===== src/hw/rtl/ksc_pkg.sv =====
`timescale 1ns / 1ps
// ----------------------------------------------------------------------------
// ksc_pkg
// shared types, codes and constants of the keyboard serial controller
// ----------------------------------------------------------------------------
package ksc_pkg;

  localparam int QUEUE_DEPTH_DEF = 10;
  localparam int CMD_DEPTH_DEF   = 4;
  localparam int KEY_COUNT       = 128;

  localparam logic [1:0] FUNC_TICK = 2'd0;
  localparam logic [1:0] FUNC_KEY  = 2'd1;
  localparam logic [1:0] FUNC_HS   = 2'd2;

  localparam logic [2:0] CFG_BIT_HALF    = 3'd0;
  localparam logic [2:0] CFG_ACK_TIMEOUT = 3'd1;
  localparam logic [2:0] CFG_ACK_MIN     = 3'd2;
  localparam logic [2:0] CFG_RESET_HOLD  = 3'd3;
  localparam logic [2:0] CFG_SELFTEST    = 3'd4;

  localparam logic [7:0] CODE_RESYNC_END = 8'hf9;
  localparam logic [7:0] CODE_OVERFLOW   = 8'hfa;
  localparam logic [7:0] CODE_INIT_START = 8'hfd;
  localparam logic [7:0] CODE_INIT_END   = 8'hfe;
  localparam logic [6:0] KEY_CAPS        = 7'h62;
  localparam logic [6:0] KEY_CTRL        = 7'h63;
  localparam logic [6:0] KEY_LAMIGA      = 7'h66;
  localparam logic [6:0] KEY_RAMIGA      = 7'h67;
  localparam logic [7:0] RELEASE_BIT     = 8'h80;
  localparam logic [23:0] MAX24          = 24'hffffff;

  typedef enum logic [6:0] {
    EV_NONE      = 7'b0000001,
    EV_SELFTEST  = 7'b0000010,
    EV_XFER      = 7'b0000100,
    EV_XFER_LOW  = 7'b0001000,
    EV_XFER_HIGH = 7'b0010000,
    EV_WAIT      = 7'b0100000,
    EV_HARDRESET = 7'b1000000
  } event_t;

  typedef enum logic [5:0] {
    MODE_SELFTEST  = 6'b000001,
    MODE_INITIATE  = 6'b000010,
    MODE_TERMINATE = 6'b000100,
    MODE_SEND      = 6'b001000,
    MODE_LOST_INIT = 6'b010000,
    MODE_LOST_XMIT = 6'b100000
  } mode_t;

  typedef struct packed {
    logic [1:0] func;
    logic [6:0] key_code;
    logic       key_pressed;
    logic       handshake_level;
  } cmd_t;

  typedef struct packed {
    logic clock_line;
    logic data_bit;
    logic reset_out;
    logic caps_led;
  } levels_t;

endpackage


===== src/hw/rtl/ksc_front.sv =====
`timescale 1ns / 1ps
// ----------------------------------------------------------------------------
// ksc_front
// input side: takes words, packs them into commands and buffers them in the command queue
// ----------------------------------------------------------------------------
module ksc_front #(
  parameter int DEPTH = ksc_pkg::CMD_DEPTH_DEF
) (
  input  logic          clk,
  input  logic          rst_n,
  input  logic          in_valid,
  output logic          in_ready,
  input  logic [1:0]    in_func,
  input  logic [6:0]    in_key_code,
  input  logic          in_key_pressed,
  input  logic          in_handshake_level,
  output logic          cmd_valid,
  input  logic          cmd_ready,
  output ksc_pkg::cmd_t cmd
);

  localparam int AW = (DEPTH > 1) ? $clog2(DEPTH) : 1;

  ksc_pkg::cmd_t    mem_r [DEPTH];
  logic [AW-1:0]    wr_r, wr_nxt, rd_r, rd_nxt;
  logic [AW:0]      cnt_r, cnt_nxt;
  ksc_pkg::cmd_t    in_cmd;
  logic             push, pop;

  always_comb begin
    in_cmd.func            = in_func;
    in_cmd.key_code        = in_key_code;
    in_cmd.key_pressed     = in_key_pressed;
    in_cmd.handshake_level = in_handshake_level;
  end

  assign in_ready  = (cnt_r != (AW+1)'(DEPTH));
  assign cmd_valid = (cnt_r != '0);
  assign cmd       = mem_r[rd_r];
  assign push      = in_valid && in_ready;
  assign pop       = cmd_valid && cmd_ready;

  always_comb begin
    wr_nxt  = wr_r;
    rd_nxt  = rd_r;
    cnt_nxt = cnt_r;
    if (push) begin
      wr_nxt = (wr_r == AW'(DEPTH-1)) ? '0 : wr_r + 1'b1;
    end
    if (pop) begin
      rd_nxt = (rd_r == AW'(DEPTH-1)) ? '0 : rd_r + 1'b1;
    end
    if (push && !pop) begin
      cnt_nxt = cnt_r + 1'b1;
    end else if (pop && !push) begin
      cnt_nxt = cnt_r - 1'b1;
    end
  end

  always_ff @(posedge clk) begin
    if (push) begin
      mem_r[wr_r] <= in_cmd;
    end
  end

  always_ff @(posedge clk) begin
    if (!rst_n) begin
      wr_r  <= '0;
      rd_r  <= '0;
      cnt_r <= '0;
    end else begin
      wr_r  <= wr_nxt;
      rd_r  <= rd_nxt;
      cnt_r <= cnt_nxt;
    end
  end

endmodule


===== src/hw/rtl/ksc_core.sv =====
`timescale 1ns / 1ps
// ----------------------------------------------------------------------------
// ksc_core
// protocol engine: delay slot, bit cells, handshake, stroke queue, key map
// ----------------------------------------------------------------------------
module ksc_core #(
  parameter int QUEUE_DEPTH = ksc_pkg::QUEUE_DEPTH_DEF
) (
  input  logic            clk,
  input  logic            rst_n,
  input  logic            cfg_we,
  input  logic [2:0]      cfg_index,
  input  logic [23:0]     cfg_data,
  input  logic            cmd_valid,
  output logic            cmd_ready,
  input  ksc_pkg::cmd_t   cmd,
  output logic            res_valid,
  input  logic            res_ready,
  output ksc_pkg::levels_t res
);

  localparam int QW = $clog2(QUEUE_DEPTH);
  localparam int CW = $clog2(QUEUE_DEPTH + 1);
  localparam int KEY_W = ksc_pkg::KEY_COUNT;

  logic [15:0] bit_half_r, ack_min_r;
  logic [23:0] ack_timeout_r, reset_hold_r, selftest_r;

  ksc_pkg::mode_t  mode_r, mode_nxt, saved_r, saved_nxt;
  ksc_pkg::event_t ev_r, ev_nxt;
  logic [23:0] cd_r, cd_nxt, hs_r, hs_nxt;
  logic [7:0]  sh_r, sh_nxt, last_r, last_nxt;
  logic [3:0]  bits_r, bits_nxt;
  logic        ovf_r, ovf_nxt, caps_r, caps_nxt, hrf_r, hrf_nxt;
  logic [KEY_W-1:0] keys_r, keys_nxt;
  logic [7:0]  q_r [QUEUE_DEPTH];
  logic [CW-1:0] qc_r, qc_nxt;
  logic [QW-1:0] qh_r, qh_nxt, qt_r, qt_nxt;
  logic        clk_r, clk_nxt, dat_r, dat_nxt, rst_r, rst_nxt, led_r, led_nxt;
  logic        q_we;
  logic [QW-1:0] q_wa;
  logic [7:0]  q_wd;
  logic        step;

  assign cmd_ready = !res_valid || res_ready;
  assign step      = cmd_valid && cmd_ready;

  function automatic logic [23:0] nz(input logic [23:0] t);
    nz = (t == '0) ? 24'd1 : t;
  endfunction

  function automatic logic [7:0] enc(input logic [7:0] c);
    enc = ~{c[6:0], c[7]};
  endfunction

  always_comb begin
    logic       fire, three, do_send, pop, ret;
    logic [7:0] code, stroke, qv;
    logic [6:0] k;
    mode_nxt = mode_r;  saved_nxt = saved_r;  ev_nxt = ev_r;  cd_nxt = cd_r;
    hs_nxt = hs_r;      sh_nxt = sh_r;        last_nxt = last_r;
    bits_nxt = bits_r;  ovf_nxt = ovf_r;      caps_nxt = caps_r;
    hrf_nxt = hrf_r;    keys_nxt = keys_r;    qc_nxt = qc_r;
    qh_nxt = qh_r;      qt_nxt = qt_r;        clk_nxt = clk_r;
    dat_nxt = dat_r;    rst_nxt = rst_r;      led_nxt = led_r;
    q_we = 1'b0;        q_wd = '0;            q_wa = '0;
    fire = 1'b0;        do_send = 1'b0;       pop = 1'b0;  ret = 1'b0;
    code = '0;          k = cmd.key_code;     stroke = {1'b0, k};
    qv = q_r[qh_r];
    three = 1'b0;
    unique case (cmd.func)
      ksc_pkg::FUNC_TICK: begin
        if (hs_r != ksc_pkg::MAX24) begin
          hs_nxt = hs_r + 1'b1;
        end
        if (ev_r != ksc_pkg::EV_NONE) begin
          if (cd_r <= 24'd1) begin
            cd_nxt = '0;
            ev_nxt = ksc_pkg::EV_NONE;
            fire = 1'b1;
          end else begin
            cd_nxt = cd_r - 1'b1;
          end
        end
        if (fire) begin
          unique case (ev_r)
            ksc_pkg::EV_SELFTEST: begin
              bits_nxt = 4'd1; sh_nxt = '0;
              ev_nxt = ksc_pkg::EV_XFER; cd_nxt = nz({8'd0, bit_half_r});
            end
            ksc_pkg::EV_XFER: begin
              if (bits_r == '0) begin
                ev_nxt = ksc_pkg::EV_WAIT; cd_nxt = nz(ack_timeout_r);
              end else begin
                ev_nxt = ksc_pkg::EV_XFER_LOW; cd_nxt = nz({8'd0, bit_half_r});
              end
            end
            ksc_pkg::EV_XFER_LOW: begin
              clk_nxt = 1'b0;
              ev_nxt = ksc_pkg::EV_XFER_HIGH; cd_nxt = nz({8'd0, bit_half_r});
            end
            ksc_pkg::EV_XFER_HIGH: begin
              clk_nxt = 1'b1;
              dat_nxt = sh_r[7];
              sh_nxt = {sh_r[6:0], 1'b0};
              if (bits_r != '0) begin
                bits_nxt = bits_r - 1'b1;
              end
              ev_nxt = ksc_pkg::EV_XFER; cd_nxt = nz({8'd0, bit_half_r});
            end
            ksc_pkg::EV_WAIT: begin
              if (mode_r != ksc_pkg::MODE_SELFTEST) begin
                if (mode_r != ksc_pkg::MODE_LOST_INIT &&
                    mode_r != ksc_pkg::MODE_LOST_XMIT) begin
                  saved_nxt = mode_r;
                end
                mode_nxt = ksc_pkg::MODE_LOST_INIT;
              end
              bits_nxt = 4'd1; sh_nxt = '0;
              ev_nxt = ksc_pkg::EV_XFER; cd_nxt = nz({8'd0, bit_half_r});
            end
            ksc_pkg::EV_HARDRESET: begin
              if (!(keys_r[ksc_pkg::KEY_CTRL] && keys_r[ksc_pkg::KEY_LAMIGA] &&
                    keys_r[ksc_pkg::KEY_RAMIGA])) begin
                rst_nxt = 1'b0;
                mode_nxt = ksc_pkg::MODE_SELFTEST; ovf_nxt = 1'b0;
                caps_nxt = 1'b0; hrf_nxt = 1'b0; bits_nxt = 4'd1;
                sh_nxt = '0; keys_nxt = '0; led_nxt = 1'b1;
                qc_nxt = '0; qh_nxt = '0; qt_nxt = '0;
                ev_nxt = ksc_pkg::EV_SELFTEST; cd_nxt = nz(selftest_r);
              end
            end
            default: begin
            end
          endcase
        end
      end
      ksc_pkg::FUNC_HS: begin
        if (!hrf_r) begin
          if (!cmd.handshake_level) begin
            hs_nxt = '0;
          end else if (hs_r > {8'd0, ack_min_r} && ev_r == ksc_pkg::EV_WAIT) begin
            do_send = 1'b1;
            priority if (ovf_r) begin
              ovf_nxt = 1'b0; code = ksc_pkg::CODE_OVERFLOW;
            end else if (mode_r == ksc_pkg::MODE_LOST_INIT) begin
              mode_nxt = ksc_pkg::MODE_LOST_XMIT; code = ksc_pkg::CODE_RESYNC_END;
            end else if (mode_r == ksc_pkg::MODE_LOST_XMIT) begin
              mode_nxt = saved_r; code = last_r;
            end else if (mode_r == ksc_pkg::MODE_SELFTEST) begin
              mode_nxt = ksc_pkg::MODE_INITIATE; code = ksc_pkg::CODE_INIT_START;
            end else if (mode_r == ksc_pkg::MODE_INITIATE) begin
              if (qc_r != '0) begin
                pop = 1'b1; code = qv;
              end else begin
                mode_nxt = ksc_pkg::MODE_TERMINATE; code = ksc_pkg::CODE_INIT_END;
              end
            end else begin
              if (mode_r == ksc_pkg::MODE_TERMINATE) begin
                led_nxt = 1'b0; mode_nxt = ksc_pkg::MODE_SEND;
              end
              if (qc_r != '0) begin
                pop = 1'b1; code = qv;
              end else begin
                do_send = 1'b0; ev_nxt = ksc_pkg::EV_NONE;
              end
            end
          end
        end
      end
      ksc_pkg::FUNC_KEY: begin
        if (cmd.key_pressed) begin
          if (keys_r[k]) begin
            ret = 1'b1;
          end else begin
            keys_nxt[k] = 1'b1;
          end
        end else begin
          if (!keys_r[k] || k == ksc_pkg::KEY_CAPS) begin
            ret = 1'b1;
          end
          keys_nxt[k] = 1'b0;
          stroke = stroke | ksc_pkg::RELEASE_BIT;
        end
        if (!ret) begin
          three = keys_nxt[ksc_pkg::KEY_CTRL] && keys_nxt[ksc_pkg::KEY_LAMIGA] &&
                  keys_nxt[ksc_pkg::KEY_RAMIGA];
          if (three) begin
            if (!hrf_r) begin
              hrf_nxt = 1'b1; rst_nxt = 1'b1;
              ev_nxt = ksc_pkg::EV_HARDRESET; cd_nxt = nz(reset_hold_r);
            end
          end else if (hrf_r && ev_r != ksc_pkg::EV_HARDRESET) begin
            rst_nxt = 1'b0;
            mode_nxt = ksc_pkg::MODE_SELFTEST; ovf_nxt = 1'b0;
            caps_nxt = 1'b0; hrf_nxt = 1'b0; bits_nxt = 4'd1;
            sh_nxt = '0; keys_nxt = '0; led_nxt = 1'b1;
            qc_nxt = '0; qh_nxt = '0; qt_nxt = '0;
            ev_nxt = ksc_pkg::EV_SELFTEST; cd_nxt = nz(selftest_r);
          end
          if (!hrf_nxt && !(three && hrf_r)) begin
            if (qc_nxt == CW'(QUEUE_DEPTH)) begin
              ovf_nxt = 1'b1;
            end else if (stroke[6:0] == ksc_pkg::KEY_CAPS && !stroke[7] &&
                         mode_nxt != ksc_pkg::MODE_SEND) begin
            end else begin
              if (stroke[6:0] == ksc_pkg::KEY_CAPS && !stroke[7]) begin
                caps_nxt = ~caps_r;
                led_nxt = ~caps_r;
                if (caps_r) begin
                  stroke = stroke | ksc_pkg::RELEASE_BIT;
                end
              end
              if (ev_nxt != ksc_pkg::EV_NONE) begin
                q_we = 1'b1; q_wd = stroke; q_wa = qt_nxt;
                qt_nxt = (qt_nxt == QW'(QUEUE_DEPTH-1)) ? '0 : qt_nxt + 1'b1;
                qc_nxt = qc_nxt + 1'b1;
              end else begin
                do_send = 1'b1; code = stroke;
              end
            end
          end
        end
      end
      default: begin
      end
    endcase
    if (pop) begin
      qh_nxt = (qh_r == QW'(QUEUE_DEPTH-1)) ? '0 : qh_r + 1'b1;
      qc_nxt = qc_r - 1'b1;
    end
    if (do_send) begin
      if (code != ksc_pkg::CODE_RESYNC_END) begin
        last_nxt = code;
      end
      bits_nxt = 4'd8;
      sh_nxt = enc(code);
      ev_nxt = ksc_pkg::EV_XFER;
      cd_nxt = nz({8'd0, bit_half_r});
    end
  end

  always_ff @(posedge clk) begin
    if (step && q_we) begin
      q_r[q_wa] <= q_wd;
    end
  end

  always_ff @(posedge clk) begin
    if (!rst_n) begin
      bit_half_r    <= 16'd71;
      ack_timeout_r <= 24'd507000;
      ack_min_r     <= 16'd4;
      reset_hold_r  <= 24'd1773000;
      selftest_r    <= 24'd3546000;
    end else if (cfg_we) begin
      unique case (cfg_index)
        ksc_pkg::CFG_BIT_HALF:    bit_half_r    <= cfg_data[15:0];
        ksc_pkg::CFG_ACK_TIMEOUT: ack_timeout_r <= cfg_data;
        ksc_pkg::CFG_ACK_MIN:     ack_min_r     <= cfg_data[15:0];
        ksc_pkg::CFG_RESET_HOLD:  reset_hold_r  <= cfg_data;
        ksc_pkg::CFG_SELFTEST:    selftest_r    <= cfg_data;
        default: begin
        end
      endcase
    end
  end

  always_ff @(posedge clk) begin
    if (!rst_n) begin
      mode_r <= ksc_pkg::MODE_SELFTEST; saved_r <= ksc_pkg::MODE_SELFTEST;
      ev_r <= ksc_pkg::EV_SELFTEST;     cd_r <= 24'd3546000;
      hs_r <= '0;  sh_r <= '0;  last_r <= '0;  bits_r <= 4'd1;
      ovf_r <= 1'b0; caps_r <= 1'b0; hrf_r <= 1'b0; keys_r <= '0;
      qc_r <= '0; qh_r <= '0; qt_r <= '0;
      clk_r <= 1'b1; dat_r <= 1'b0; rst_r <= 1'b0; led_r <= 1'b1;
      res_valid <= 1'b0;
    end else begin
      if (step) begin
        mode_r <= mode_nxt; saved_r <= saved_nxt; ev_r <= ev_nxt; cd_r <= cd_nxt;
        hs_r <= hs_nxt; sh_r <= sh_nxt; last_r <= last_nxt; bits_r <= bits_nxt;
        ovf_r <= ovf_nxt; caps_r <= caps_nxt; hrf_r <= hrf_nxt; keys_r <= keys_nxt;
        qc_r <= qc_nxt; qh_r <= qh_nxt; qt_r <= qt_nxt;
        clk_r <= clk_nxt; dat_r <= dat_nxt; rst_r <= rst_nxt; led_r <= led_nxt;
      end
      if (step) begin
        res_valid <= 1'b1;
      end else if (res_ready) begin
        res_valid <= 1'b0;
      end
    end
  end

  always_ff @(posedge clk) begin
    if (step) begin
      res.clock_line <= clk_nxt;
      res.data_bit   <= dat_nxt;
      res.reset_out  <= rst_nxt;
      res.caps_led   <= led_nxt;
    end
  end

endmodule


===== src/hw/rtl/keyboard_serial_controller.sv =====
`timescale 1ns / 1ps
// ----------------------------------------------------------------------------
// keyboard_serial_controller
// keyboard side of a clocked serial key link
// ----------------------------------------------------------------------------
// a word's levels are presented once the word has passed the command queue
// and then the registered protocol engine step
// throughput: one word per cycle while out_ready keeps the output flowing
// reset: synchronous active low; registers return to defaults, the selftest
// delay is armed and the key map and stroke queue are emptied at once
module keyboard_serial_controller #(
  parameter int QUEUE_DEPTH = ksc_pkg::QUEUE_DEPTH_DEF,
  parameter int CMD_DEPTH   = ksc_pkg::CMD_DEPTH_DEF
) (
  input  logic        clk,
  input  logic        rst_n,
  input  logic        cfg_we,
  input  logic [2:0]  cfg_index,
  input  logic [23:0] cfg_data,
  input  logic        in_valid,
  output logic        in_ready,
  input  logic [1:0]  in_func,
  input  logic [6:0]  in_key_code,
  input  logic        in_key_pressed,
  input  logic        in_handshake_level,
  output logic        out_valid,
  input  logic        out_ready,
  output logic        out_clock_line,
  output logic        out_data_bit,
  output logic        out_reset_out,
  output logic        out_caps_led
);

  ksc_pkg::cmd_t    cmd;
  ksc_pkg::levels_t res;
  logic             cmd_valid, cmd_ready;

  ksc_front #(.DEPTH(CMD_DEPTH)) u_front (
    .clk, .rst_n, .in_valid, .in_ready, .in_func, .in_key_code,
    .in_key_pressed, .in_handshake_level, .cmd_valid, .cmd_ready, .cmd
  );

  ksc_core #(.QUEUE_DEPTH(QUEUE_DEPTH)) u_core (
    .clk, .rst_n, .cfg_we, .cfg_index, .cfg_data, .cmd_valid, .cmd_ready, .cmd,
    .res_valid(out_valid), .res_ready(out_ready), .res
  );

  assign out_clock_line = res.clock_line;
  assign out_data_bit   = res.data_bit;
  assign out_reset_out  = res.reset_out;
  assign out_caps_led   = res.caps_led;

endmodule

===== config.mk =====
export PLATFORM = sky130hd
export DESIGN_NAME = keyboard_serial_controller
export DESIGN_NICKNAME = d
export VERILOG_FILES = /design/src/hw/rtl/ksc_pkg.sv /design/src/hw/rtl/ksc_front.sv /design/src/hw/rtl/ksc_core.sv /design/src/hw/rtl/keyboard_serial_controller.sv
export SDC_FILE = /design/constraint.sdc
export NUM_CORES = 1
export LEC_CHECK = 0
export BUFFER_PORTS_ARGS = -buffer_cell sky130_fd_sc_hd__buf_2
export CAP_MARGIN = 0
export CORE_ASPECT_RATIO = 0.9
export CORE_MARGIN = 2
export CORE_UTILIZATION = 50
export CTS_CLUSTER_DIAMETER = 120
export CTS_CLUSTER_SIZE = 12
export DETAILED_ROUTE_END_ITERATION = 10
export PLACE_DENSITY = 0.75
export SLEW_MARGIN = 10
export SYNTH_ARGS = -nofsm -noshare
export SYNTH_HDL_FRONTEND = slang
export SYNTH_SLANG_ARGS = --single-unit

===== constraint.sdc =====
create_clock -name clk -period 6.9 [get_ports clk]
set_input_delay 0 -clock clk [delete_from_list [all_inputs] [get_ports clk]]
set_output_delay 0 -clock clk [all_outputs]
set_load 0.02 [all_outputs]

# Word level (Yosys, flattened, before mapping)
# Memory sizes are Yosys's and may differ from the RTL's. A register that Yosys moved wholly into a read port is not among the register bits.
# Cells that the tools add are included.
# classes
order_cmp,4
muxes,267
bitwise,5
n_reduce_logical,65
eq_ne,73
addsub,11
# ops
op,count
$mux 128,9
$mux 24,16
$pmux 128 s2,1
$mux 8,31
$mux 4,43
$mux 7,20
$and 128x128->128,1
$not 128->128,1
$or 128x128->128,1
$mux 6,19
$mux 1,97
$pmux 24 s2,2
$logic_not 24->1,3
$pmux 24 s3,1
$ne 3x3->1 const B,14
$pmux 4 s2,4
$pmux 8 s2,2
$pmux 7 s4,1
$add 24x1->24 const B,1
$gt 24x16->1,1
$le 24x1->1 const B,1
$ne 24x24->1 const B,1
$ne 3x1->1 const B,8
$pmux 8 s3,1
other kinds (74),146
# totals
n_memories,2
in_bits,43
mem_bits_rw,124
word_cells,459
register_bits,350
output_inout_bits,6
# memory_table
memory,depth,width,rd,rd_clocked_by_memory_dff,wr,line,text
u_core.q_r,10,8,1,1,1,ksc_core.sv:36,logic [7:0] q_r [QUEUE_DEPTH];
u_front.mem_r,4,11,1,1,1,ksc_front.sv:24,ksc_pkg::cmd_t mem_r [DEPTH];

# Depth between registers and ports, before layout
# Gate-level depths: netlist of the first run.
# depth
depth_word,23
ltp_mapped,26
ltp_nobuf,19

# Hierarchy
# Synthesis of the first run repeated with hierarchy kept, for this count alone.
# hier_totals
cells_unflattened,2769
hier_area_um2,24320.8
# modules_own_cells
mod,instances,area_each_um2,seq_area_each_um2,cells_each
ksc_core,1,22257.6,9389.0,2661
ksc_front,1,2063.2,1501.4,108

# Least setup slack after synthesis of the first run
# Ideal clock, no wire load.
# synth_timing
path_kind,register to register
startpoint,register with a tool-made name
endpoint,"memory u_core.q_r[4][0], enable pin"
path_buffers,4
period_less_slack_ps,5776
t_arrival_ps,5381
path_slack_ps,1124
setup_ps,395
stages_incl_launch_ff,22
required_ps,6505
cell_sequence,dfxtp_1 buf_6 mux4_2 nand4bb_1 buf_2 nor3_1 mux2_2 and2_4 buf_2 nor2_1 clkbuf_1 nor2_1 ha_1 and3_1 nor2_1 nand2b_1 a2bb2oi_1 nor2_2 nand3_1 nor2_1 nand2_1 nor4_1
# synth_rtl
item,line
end: declaration,ksc_core.sv:36

==> impl_summary.md, run 1 <==
Floorplan
Measured along the x axis, the die boundary spans 237 microns. The die covers 0.0507 sq mm. The starting density of the core is 0.508.

The site row count is 76. In this run the count of I/O pins placed on the die edge is 49. The area of the placeable core is 0.0481 sq mm.

The vertical die dimension is 214 microns.

Synthesis
The leading cell type by number of instances after synthesis is sky130_fd_sc_hd__nand2_1. Among all flip-flop cells after synthesis, the most frequent one is sky130_fd_sc_hd__dfxtp_1. The area share of and/or/nand/nor cells after synthesis is 0.199. The cell count after synthesis came out at 2,739. After synthesis, the share of cell area in mux cells is 0.0640.

The average cell area after synthesis is 8.93 sq um. The number of storage elements in the synthesis netlist is 480. Of the total synthesized cell area, the portion taken by XOR and XNOR cells is 0.0165.

When the netlist entered floorplanning its net count stood at 2,820. For this run, the number of Yosys warnings is 0. The share of synthesized area in the top cell type comes to 0.288. The most area-hungry cell type in the Yosys netlist is sky130_fd_sc_hd__dfxtp_1. The post-synthesis adder-cell area fraction is 0.0198. Of the synthesized area, sequential elements account for 0.445.

For this run, asynchronously set or reset flops after synthesis account for 0. The post-synthesis instance area is 0.0244 sq mm. In the synthesized netlist, the cells that appear most often are sky130_fd_sc_hd__nand2_1 (382), sky130_fd_sc_hd__dfxtp_1 (352), sky130_fd_sc_hd__nor2_1 (337).

Yosys mapped a number of flops with a built-in enable equal to 128. The number of library cell types mapped by synthesis is 93. After synthesis, the largest family of logic cells by area is compound AO/OA/AOI/OAI gates.

The post-synthesis compound-gate area fraction is 0.211. Sorting the synthesized cells by area gives the leading types as sky130_fd_sc_hd__dfxtp_1 (29%), sky130_fd_sc_hd__edfxtp_1 (16%), sky130_fd_sc_hd__nand2_1 (5.9%).

Cells and area
For this run, the share of the core covered by cells in the final layout is 0.551. The count of non-filler cells in the finished layout is 3,351. The area growth from synthesis to layout is 8.42%. 0 antenna diodes ended up in the layout. Of the cells placed in the final design, the portion with a size suffix greater than 1 is 0.0829. The finished cells cover 0.0265 sq mm.

After the last flow step, the layout net total stands at 2,790.

Setup path
The critical path's largest stage delay is 0.67 ns. The classification of the worst setup path is reg2reg. The capturing element type of the critical path is a flop. The worst-path cell with the longest stage delay is sky130_fd_sc_hd__mux4_2.

At the worst endpoint, the arrival time is 6.64 ns. Traced cell by cell, the critical path runs through buf_4 > mux4_2 > clkinv_1 > nor3_1 > mux2_2 > and2_4 > nor2_1 > buf_4 > nor2_1 > ha_1 > and3_1 > nor2_1 > nand2b_1 > nor3_2 > nand3_1 > mux2i_4 > a21oi_4 > a21o_2 > a211oi_1 > nor3_1. The largest driver fanout on the critical path is 31. The critical path's most frequent cell is sky130_fd_sc_hd__nor2_1. Data on the critical path is required at its endpoint by 7.33 ns. The kind of start point of the critical path is a flop. The sum of buffers and inverters on the critical path is 3. The gate family responsible for the most delay along the worst path is simple AND/OR/NAND/NOR gates.

Timing
At the pin with the least slew margin, the transition time is 1.24 ns. Setup slack on the critical path of the routed design comes to 0.690 ns. The number of hold-slack violations in the final timing report is 0. The worst clock skew on the final layout is 0.0266 ns. Headroom to the max-slew limit came out at 0.166. The maximum clock frequency is 0.161 GHz.

Final hold analysis gives a worst-case slack of 0.0409 ns. Setup violations remaining at the end of the flow were counted as 0. Setup repair after global routing left no endpoint under its margin.

The clock period could shrink to 6.21 ns. Dividing the final minimum period by the clock period gives 0.900. In the final timing run, aggregate negative setup slack is 0 ns.

The max-slew violation count is 0.

GRT
The initial antenna violation count is 0. The first global-routing pass estimated 114,000 microns of wire. For this run, the total global-route usage over all layers was measured as 0.282.

The largest net degree at the start of global routing is 131. The via count of the first global-routing pass is 20,500. Global routing finished with a remaining overflow of 0.

Clock network
The post-CTS resize count is 0. The clock passes through at most 3 buffers. The number of buffers created by CTS is 45.

The clock drives 480 sinks. The clock insertion delay at the later pin of the skew report is 0.59 ns. The clock tree from TritonCTS is done. The number of H-tree branching levels is 2. Clock-pin slew was measured on the worst setup and hold paths at 0.06 ns. Clock tree synthesis selected as its root buffer the cell sky130_fd_sc_hd__clkbuf_16.

Power and ir drop
The design draws 8.63 mW. Across the VDD grid, the largest voltage drop is 0.266 mV. The internal portion of the total power is 5.24 mW. The clock power share is 0.264. The share of total power dissipated in combinational logic is 0.358. The static leakage power is 9.05 nW.

Summed over all nets, the switching power comes to 3.38 mW. The share of total power dissipated in sequential elements is 0.379. The switching part of the total is 0.392. The ratio of total power to cell area is 325 mW/mm^2.

Drt
For this block, the routed nets add up to 72,900 microns of wire. The average wire length per cell after detail routing is 21.8 microns. The count of vias placed by the detailed router is 22,000. After the first detailed-routing iteration, the DRC count stood at 3,377. In the routed design, unresolved DRC markers number 0. The first detailed-routing pass ran for 6 iterations. The ratio of routed vias to standard cells is 6.56. The count of nets left with antenna violations after detail routing is 0.

Worst hold path
The path class of the tightest hold or removal check is in2reg.

Run status
The flow ran to the end, and the final reports show no timing, DRC or antenna violations.

Placed design
Detailed placement finished with a half-perimeter wire length of 47,000 microns. Summing all placed instances gives a cell area of 0.0249 sq mm. The number of port buffers is 48. Counting tap cells, the placed design contains a total of 3,247 instances. The routability congestion estimate is 0.912. The pre-CTS setup slack is 0.826 ns.

Job
The tool flagged a number of max-cap violations equal to 0.
[worst min-delay path, stage by stage]
cell and delay [ns]:
sky130_fd_sc_hd__buf_2 0.15, sky130_fd_sc_hd__nor2_1 0.24, sky130_fd_sc_hd__nand2_1 0.13, sky130_fd_sc_hd__a21oi_1 0.05
[cell usage in the layout (no fill, tap or decap), types with 40 or more instances in the layout]
cell type,Yosys,routed
sky130_fd_sc_hd__a211oi_1,40,40
sky130_fd_sc_hd__a21oi_1,163,163
sky130_fd_sc_hd__a32o_1,132,132
sky130_fd_sc_hd__buf_2,26,47
sky130_fd_sc_hd__clkbuf_16,0,47
sky130_fd_sc_hd__dfxtp_1,352,352
sky130_fd_sc_hd__edfxtp_1,128,128
sky130_fd_sc_hd__inv_1,52,51
sky130_fd_sc_hd__mux2i_1,81,81
sky130_fd_sc_hd__nand2_1,382,382
sky130_fd_sc_hd__nand3_1,94,94
sky130_fd_sc_hd__nor2_1,337,337
sky130_fd_sc_hd__nor3_1,41,41
sky130_fd_sc_hd__o21ai_0,156,155
[cell type report]
class	instances	area, sq um
clock buffers	64	1240
inverters	54	205
multi-input cells	2007	12500
fillers	4201	21600
repair buffers	121	905
flip-flops and latches	480	10900
well taps	624	781
clock inverters	1	8.76
[logic make-up (layout without fill, tap and decap cells)]
logic type               Yosys count  count (layout)
adder cells (fa/ha/maj)           38              38
XOR/XNOR                          46              46
flip-flops                       480             480
multiplexers                     119             119
buffers and inverters            252             240
AO/OA/AOI/OAI                    735             735
AND/OR/NAND/NOR                 1069            1069
[state kept, by name, indices dropped and copies added (netlist names), 16 cells and up, named ones only]
| signal | flops |
|---|---|
| u_core.ack_min_r | 16 |
| u_core.ack_timeout_r | 24 |
| u_core.bit_half_r | 16 |
| u_core.cd_r | 24 |
| u_core.hs_r | 24 |
| u_core.keys_r | 128 |
| u_core.q_r | 80 |
| u_core.reset_hold_r | 24 |
| u_core.selftest_r | 24 |
| u_front.mem_r | 44 |
[metal layers]
layer / wire [microns] / up-vias / GRT usage
li1: - / 9970 / -
met1: 30900 / 10600 / 0.396
met2: 32500 / 1242 / 0.439
met3: 7610 / 185 / 0.0538
met4: 1980 / 0 / 0.0930
met5: 0 / - / 0
[path summary, 6_finish.rpt]
kind / startpoint / endpoint / slack (ns) / cells past startpoint
max: flop / u_core.cd_r[10]$_SDFFE_PN0P_ / 0.69 / 20
min: cfg_index[0] / u_core.ack_min_r[9]$_SDFFE_PN0P_ / 0.04 / 4
max reg2reg: flop / u_core.cd_r[10]$_SDFFE_PN0P_ / 0.69 / 20
min reg2reg: u_core.ack_min_r[15]$_SDFFE_PN0P_ / u_core.ack_min_r[15]$_SDFFE_PN0P_ / 0.45 / 2
[power groups by stage]
stage	Combinational (mW)	Sequential [mW]	Clock, mW
detailed placement	2.95	3.32	0
finish	3.08	3.27	2.28
global placement	2.88	3.31	0
floorplan	2.21	3.27	0
global route	3.30	3.29	2.41
CTS	2.98	3.26	2.30
[what timing repair did]
item,CTS,global route
setup buffers,0,0
endpoints found under the hold margin,168,0
hold buffers,39,0
Note: power is estimated with default switching activity, not from simulation.
==> run 2: changes to the inputs <==
--- a/config.mk
+++ b/config.mk
@@ -9,11 +9,11 @@
 export CAP_MARGIN = 0
 export CORE_ASPECT_RATIO = 0.9
 export CORE_MARGIN = 2
-export CORE_UTILIZATION = 50
+export CORE_UTILIZATION = 35
 export CTS_CLUSTER_DIAMETER = 120
 export CTS_CLUSTER_SIZE = 12
 export DETAILED_ROUTE_END_ITERATION = 10
-export PLACE_DENSITY = 0.75
+export PLACE_DENSITY = 0.59
 export SLEW_MARGIN = 10
 export SYNTH_ARGS = -nofsm -noshare
 export SYNTH_HDL_FRONTEND = slang
==> impl_summary.md, run 2 (same netlist as run 1, synthesis figures left out) <==
Power and ir drop
The internal power component is 5.25 mW (was 5.24 mW). The static leakage power was 9.09 nW (was 9.05 nW). The total power of the final layout is 8.69 mW (was 8.63 mW). The portion of total power attributed to sequential cells was 0.377 (was 0.379). The net switching power figure was 3.44 mW (was 3.38 mW). The clock power share was 0.265 (was 0.264). The switching part of the total was 0.396 (was 0.392). The share of total power in combinational logic is 0.358 (about the same). The peak ir drop on the vdd network is 0.210 mV (was 0.266 mV). The ratio of total power to cell area is 322 mW/mm^2 (was 325 mW/mm^2).

Cells and area
The largest register by flop count is u_core.keys_r (unchanged). The area of all placed cells without fillers is 0.0270 sq mm (was 0.0265 sq mm). Most frequent cells in the layout: sky130_fd_sc_hd__nand2_1 (382), sky130_fd_sc_hd__dfxtp_1 (352), sky130_fd_sc_hd__nor2_1 (337) (unchanged). The antenna diode count is 0 (unchanged). The final layout net count was 2,800 (was 2,790). The area overhead of the layout relative to synthesis is 10.3% (was 8.42%). The number of flip-flops under the largest register name is 128 (unchanged). The most common library cell in the layout ignoring fill and taps was sky130_fd_sc_hd__nand2_1 (unchanged).

The layout cell share with drive strength beyond 1 is 0.0855 (was 0.0829). Biggest regs: u_core.keys_r x128, u_core.q_r x80, u_front.mem_r x44 (unchanged).

Clock network
The post-CTS resize count is 0 (unchanged). The hold buffer count at CTS is 41 (was 39). The register clock-pin slew on the reported worst setup and hold paths is 0.06 ns (about the same). The clock tree from TritonCTS was done (unchanged). The root buffer cell is sky130_fd_sc_hd__clkbuf_16 (unchanged). The number of buffers created by CTS is 45 (unchanged). The count of clock tree sinks is 480 (unchanged). The number of buffers added for setup after CTS is 0 (unchanged). The maximum clock insertion buffer count came to 3 (unchanged).

The number of H-tree branching levels is 2 (unchanged). The clock insertion delay at the later pin of the skew report is 0.59 ns (about the same).

Drt
The number of violations reported at the end of detailed-routing iteration 0 was 2,148 (was 3,377). The ratio of routed vias to standard cells was 5.88 (was 6.56). The number of remaining DRC errors is 0 (unchanged). The number of detailed-routing iterations run before antenna repair is 9 (was 6). The count of vias placed by the detailed router was 21,600 (was 22,000). The final routed wirelength across all metal layers is 76,800 microns (was 72,900 microns). The count of nets left with antenna violations after detail routing came to 0 (unchanged). The average wire length per cell after detail routing is 20.9 microns (was 21.8 microns).

Timing
The relative slew slack is 0.144 (was 0.166). The post-route clock period utilization is 0.904 (was 0.900). The minimum clock period is 6.24 ns (was 6.21 ns). The number of failing setup endpoints in the final timing report is 0 (unchanged). The worst clock skew on the final layout was 0.0324 ns (was 0.0266 ns). Setup repair after global routing missed its margin: no (unchanged). The maximum clock frequency came to 0.160 GHz (was 0.161 GHz). The pin slew with the least headroom to its limit was 1.28 ns (was 1.24 ns).

The max-slew violation count came to 0 (unchanged). The sum of negative setup slack came to 0 ns (unchanged). The number of hold-slack violations in the final timing report is 0 (unchanged).

Setup path
The kind of start point of the critical path is a flop (unchanged). The capturing element type of the critical path was a flop (unchanged). The critical path arrival came to 6.70 ns (was 6.64 ns). The worst-path cell with the longest stage delay is sky130_fd_sc_hd__mux4_2 (unchanged). The largest driver fanout on the critical path was 33 (was 31). The data required time at the worst endpoint is 7.36 ns (was 7.33 ns). The critical path's most frequent cell is sky130_fd_sc_hd__nor2_1 (unchanged). The critical path's largest stage delay came to 0.72 ns (was 0.67 ns). The gate family responsible for the most delay along the worst path is simple AND/OR/NAND/NOR gates (unchanged). Series of cell instances along the critical path: buf_4 > mux4_2 > clkinv_1 > a31oi_1 > nor3_1 > and2_4 > nor2_1 > nor2_1 > inv_1 > ha_1 > and3_1 > nor2_1 > nand2b_1 > nor3_2 > nand3_1 > mux2i_4 > a21o_2 > nor3_1 > a32o_1 (was buf_4 > mux4_2 > clkinv_1 > nor3_1 > mux2_2 > and2_4 > nor2_1 > buf_4 > nor2_1 > ha_1 > and3_1 > nor2_1 > nand2b_1 > nor3_2 > nand3_1 > mux2i_4 > a21oi_4 > a21o_2 > a211oi_1 > nor3_1). The classification of the worst setup path is reg2reg (unchanged). The sum of buffers and inverters on the critical path is 3 (unchanged).

GRT
The via count of the first global-routing pass is 20,700 (was 20,500). The global-route layer with the greatest usage was met2 (unchanged). The overall fraction of global-route tracks in use is 0.209 (was 0.282). The met3 usage in global routing is 0.0329 (was 0.0538). The fraction of met2 tracks used by global routing was 0.330 (was 0.439).

The initial antenna violation count came to 1 (was 0). The met1 usage is 0.297 (was 0.396). The final global-route overflow total is 0 (unchanged). The largest net degree at the start of global routing is 93 (was 131). The wire length of the first global-routing pass was 120,000 microns (was 114,000 microns).

Job
The count of maximum capacitance violations is 0 (unchanged).

Floorplan
The site row count was 91 (was 76). The area of the placeable core is 0.0689 sq mm (was 0.0481 sq mm). The horizontal die dimension is 283 microns (was 237 microns). The vertical die dimension was 255 microns (was 214 microns). The I/O pin count is 49 (unchanged). The area of the die is 0.0720 sq mm (was 0.0507 sq mm). The starting density of the core is 0.355 (was 0.508).

Placed design
The post-DP HPWL is 49,900 microns (was 47,000 microns). The post-detailed-placement cell area came to 0.0253 sq mm (was 0.0249 sq mm). The routability congestion estimate is 0.890 (was 0.912). The number of port buffers was 48 (unchanged).

Run status
Run status: complete, no violations (unchanged).

Worst hold path
The startpoint of the most critical hold path is cfg_index[1] (was cfg_index[0]). The class of the worst hold path is in2reg (unchanged).
-- run 2: worst paths after layout --
kind	cells past startpoint	end	slack [ns]
worst max-delay path	19	u_core.cd_r[19]$_SDFFE_PN0P_	0.66
worst max register to register	19	u_core.cd_r[19]$_SDFFE_PN0P_	0.66
worst min register to register	2	u_core.ack_min_r[5]$_SDFFE_PN0P_	0.45
worst min-delay path	5	u_core.ack_min_r[3]$_SDFFE_PN0P_	0.05
-- run 2: stage by stage --
step | util | instances | worst slack [ns] | hold slack (ns)
global route | 0.391 | 3667 | 0.200 | 0.110
floorplan | - | 2739 | 1.12 | 0.0989
detailed placement | 0.367 | 3561 | 0.773 | 0.222
global placement | 0.367 | 3561 | 0.986 | 0.211
finish | 0.391 | 3667 | 0.662 | 0.0462
CTS | 0.391 | 3667 | 0.774 | 0.0114
-- run 2: cell type report --
class	count	area [sq um]
sequential	480	10900
clock buffer	64	1240
timing repair buffer	131	972
fill	6817	41900
clock inverter	1	8.76
tap	930	1160
multi-input combinational	2007	12500
inverter	54	205
-- run 2: worst reg2reg max path: stages, from the launching register on --
cell,delay [ns]
sky130_fd_sc_hd__dfxtp_1,0.59
sky130_fd_sc_hd__buf_4,0.25
sky130_fd_sc_hd__mux4_2,0.72
sky130_fd_sc_hd__clkinv_1,0.27
sky130_fd_sc_hd__a31oi_1,0.13
sky130_fd_sc_hd__nor3_1,0.34
sky130_fd_sc_hd__and2_4,0.50
sky130_fd_sc_hd__nor2_1,0.19
sky130_fd_sc_hd__nor2_1,0.18
sky130_fd_sc_hd__inv_1,0.06
sky130_fd_sc_hd__ha_1,0.17
sky130_fd_sc_hd__and3_1,0.22
sky130_fd_sc_hd__nor2_1,0.18
sky130_fd_sc_hd__nand2b_1,0.17
sky130_fd_sc_hd__nor3_2,0.31
sky130_fd_sc_hd__nand3_1,0.21
sky130_fd_sc_hd__mux2i_4,0.39
sky130_fd_sc_hd__a21o_2,0.70
sky130_fd_sc_hd__nor3_1,0.27
sky130_fd_sc_hd__a32o_1,0.28
-- run 2: metal layers --
metal | up-vias | wire length [microns]
li1 | 10000 | -
met1 | 10500 | 35000
met2 | 901 | 34300
met3 | 122 | 5820
met4 | 0 | 1640
met5 | - | 0
-- run 2: power groups by stage --
stage               clock network (mW)  registers [mW]  logic, mW
global route                      2.45            3.29       3.36
CTS                               2.35            3.27       3.05
detailed placement                   0            3.33       3.01
floorplan                            0            3.27       2.21
finish                            2.31            3.27       3.11
global placement                     0            3.32       2.96
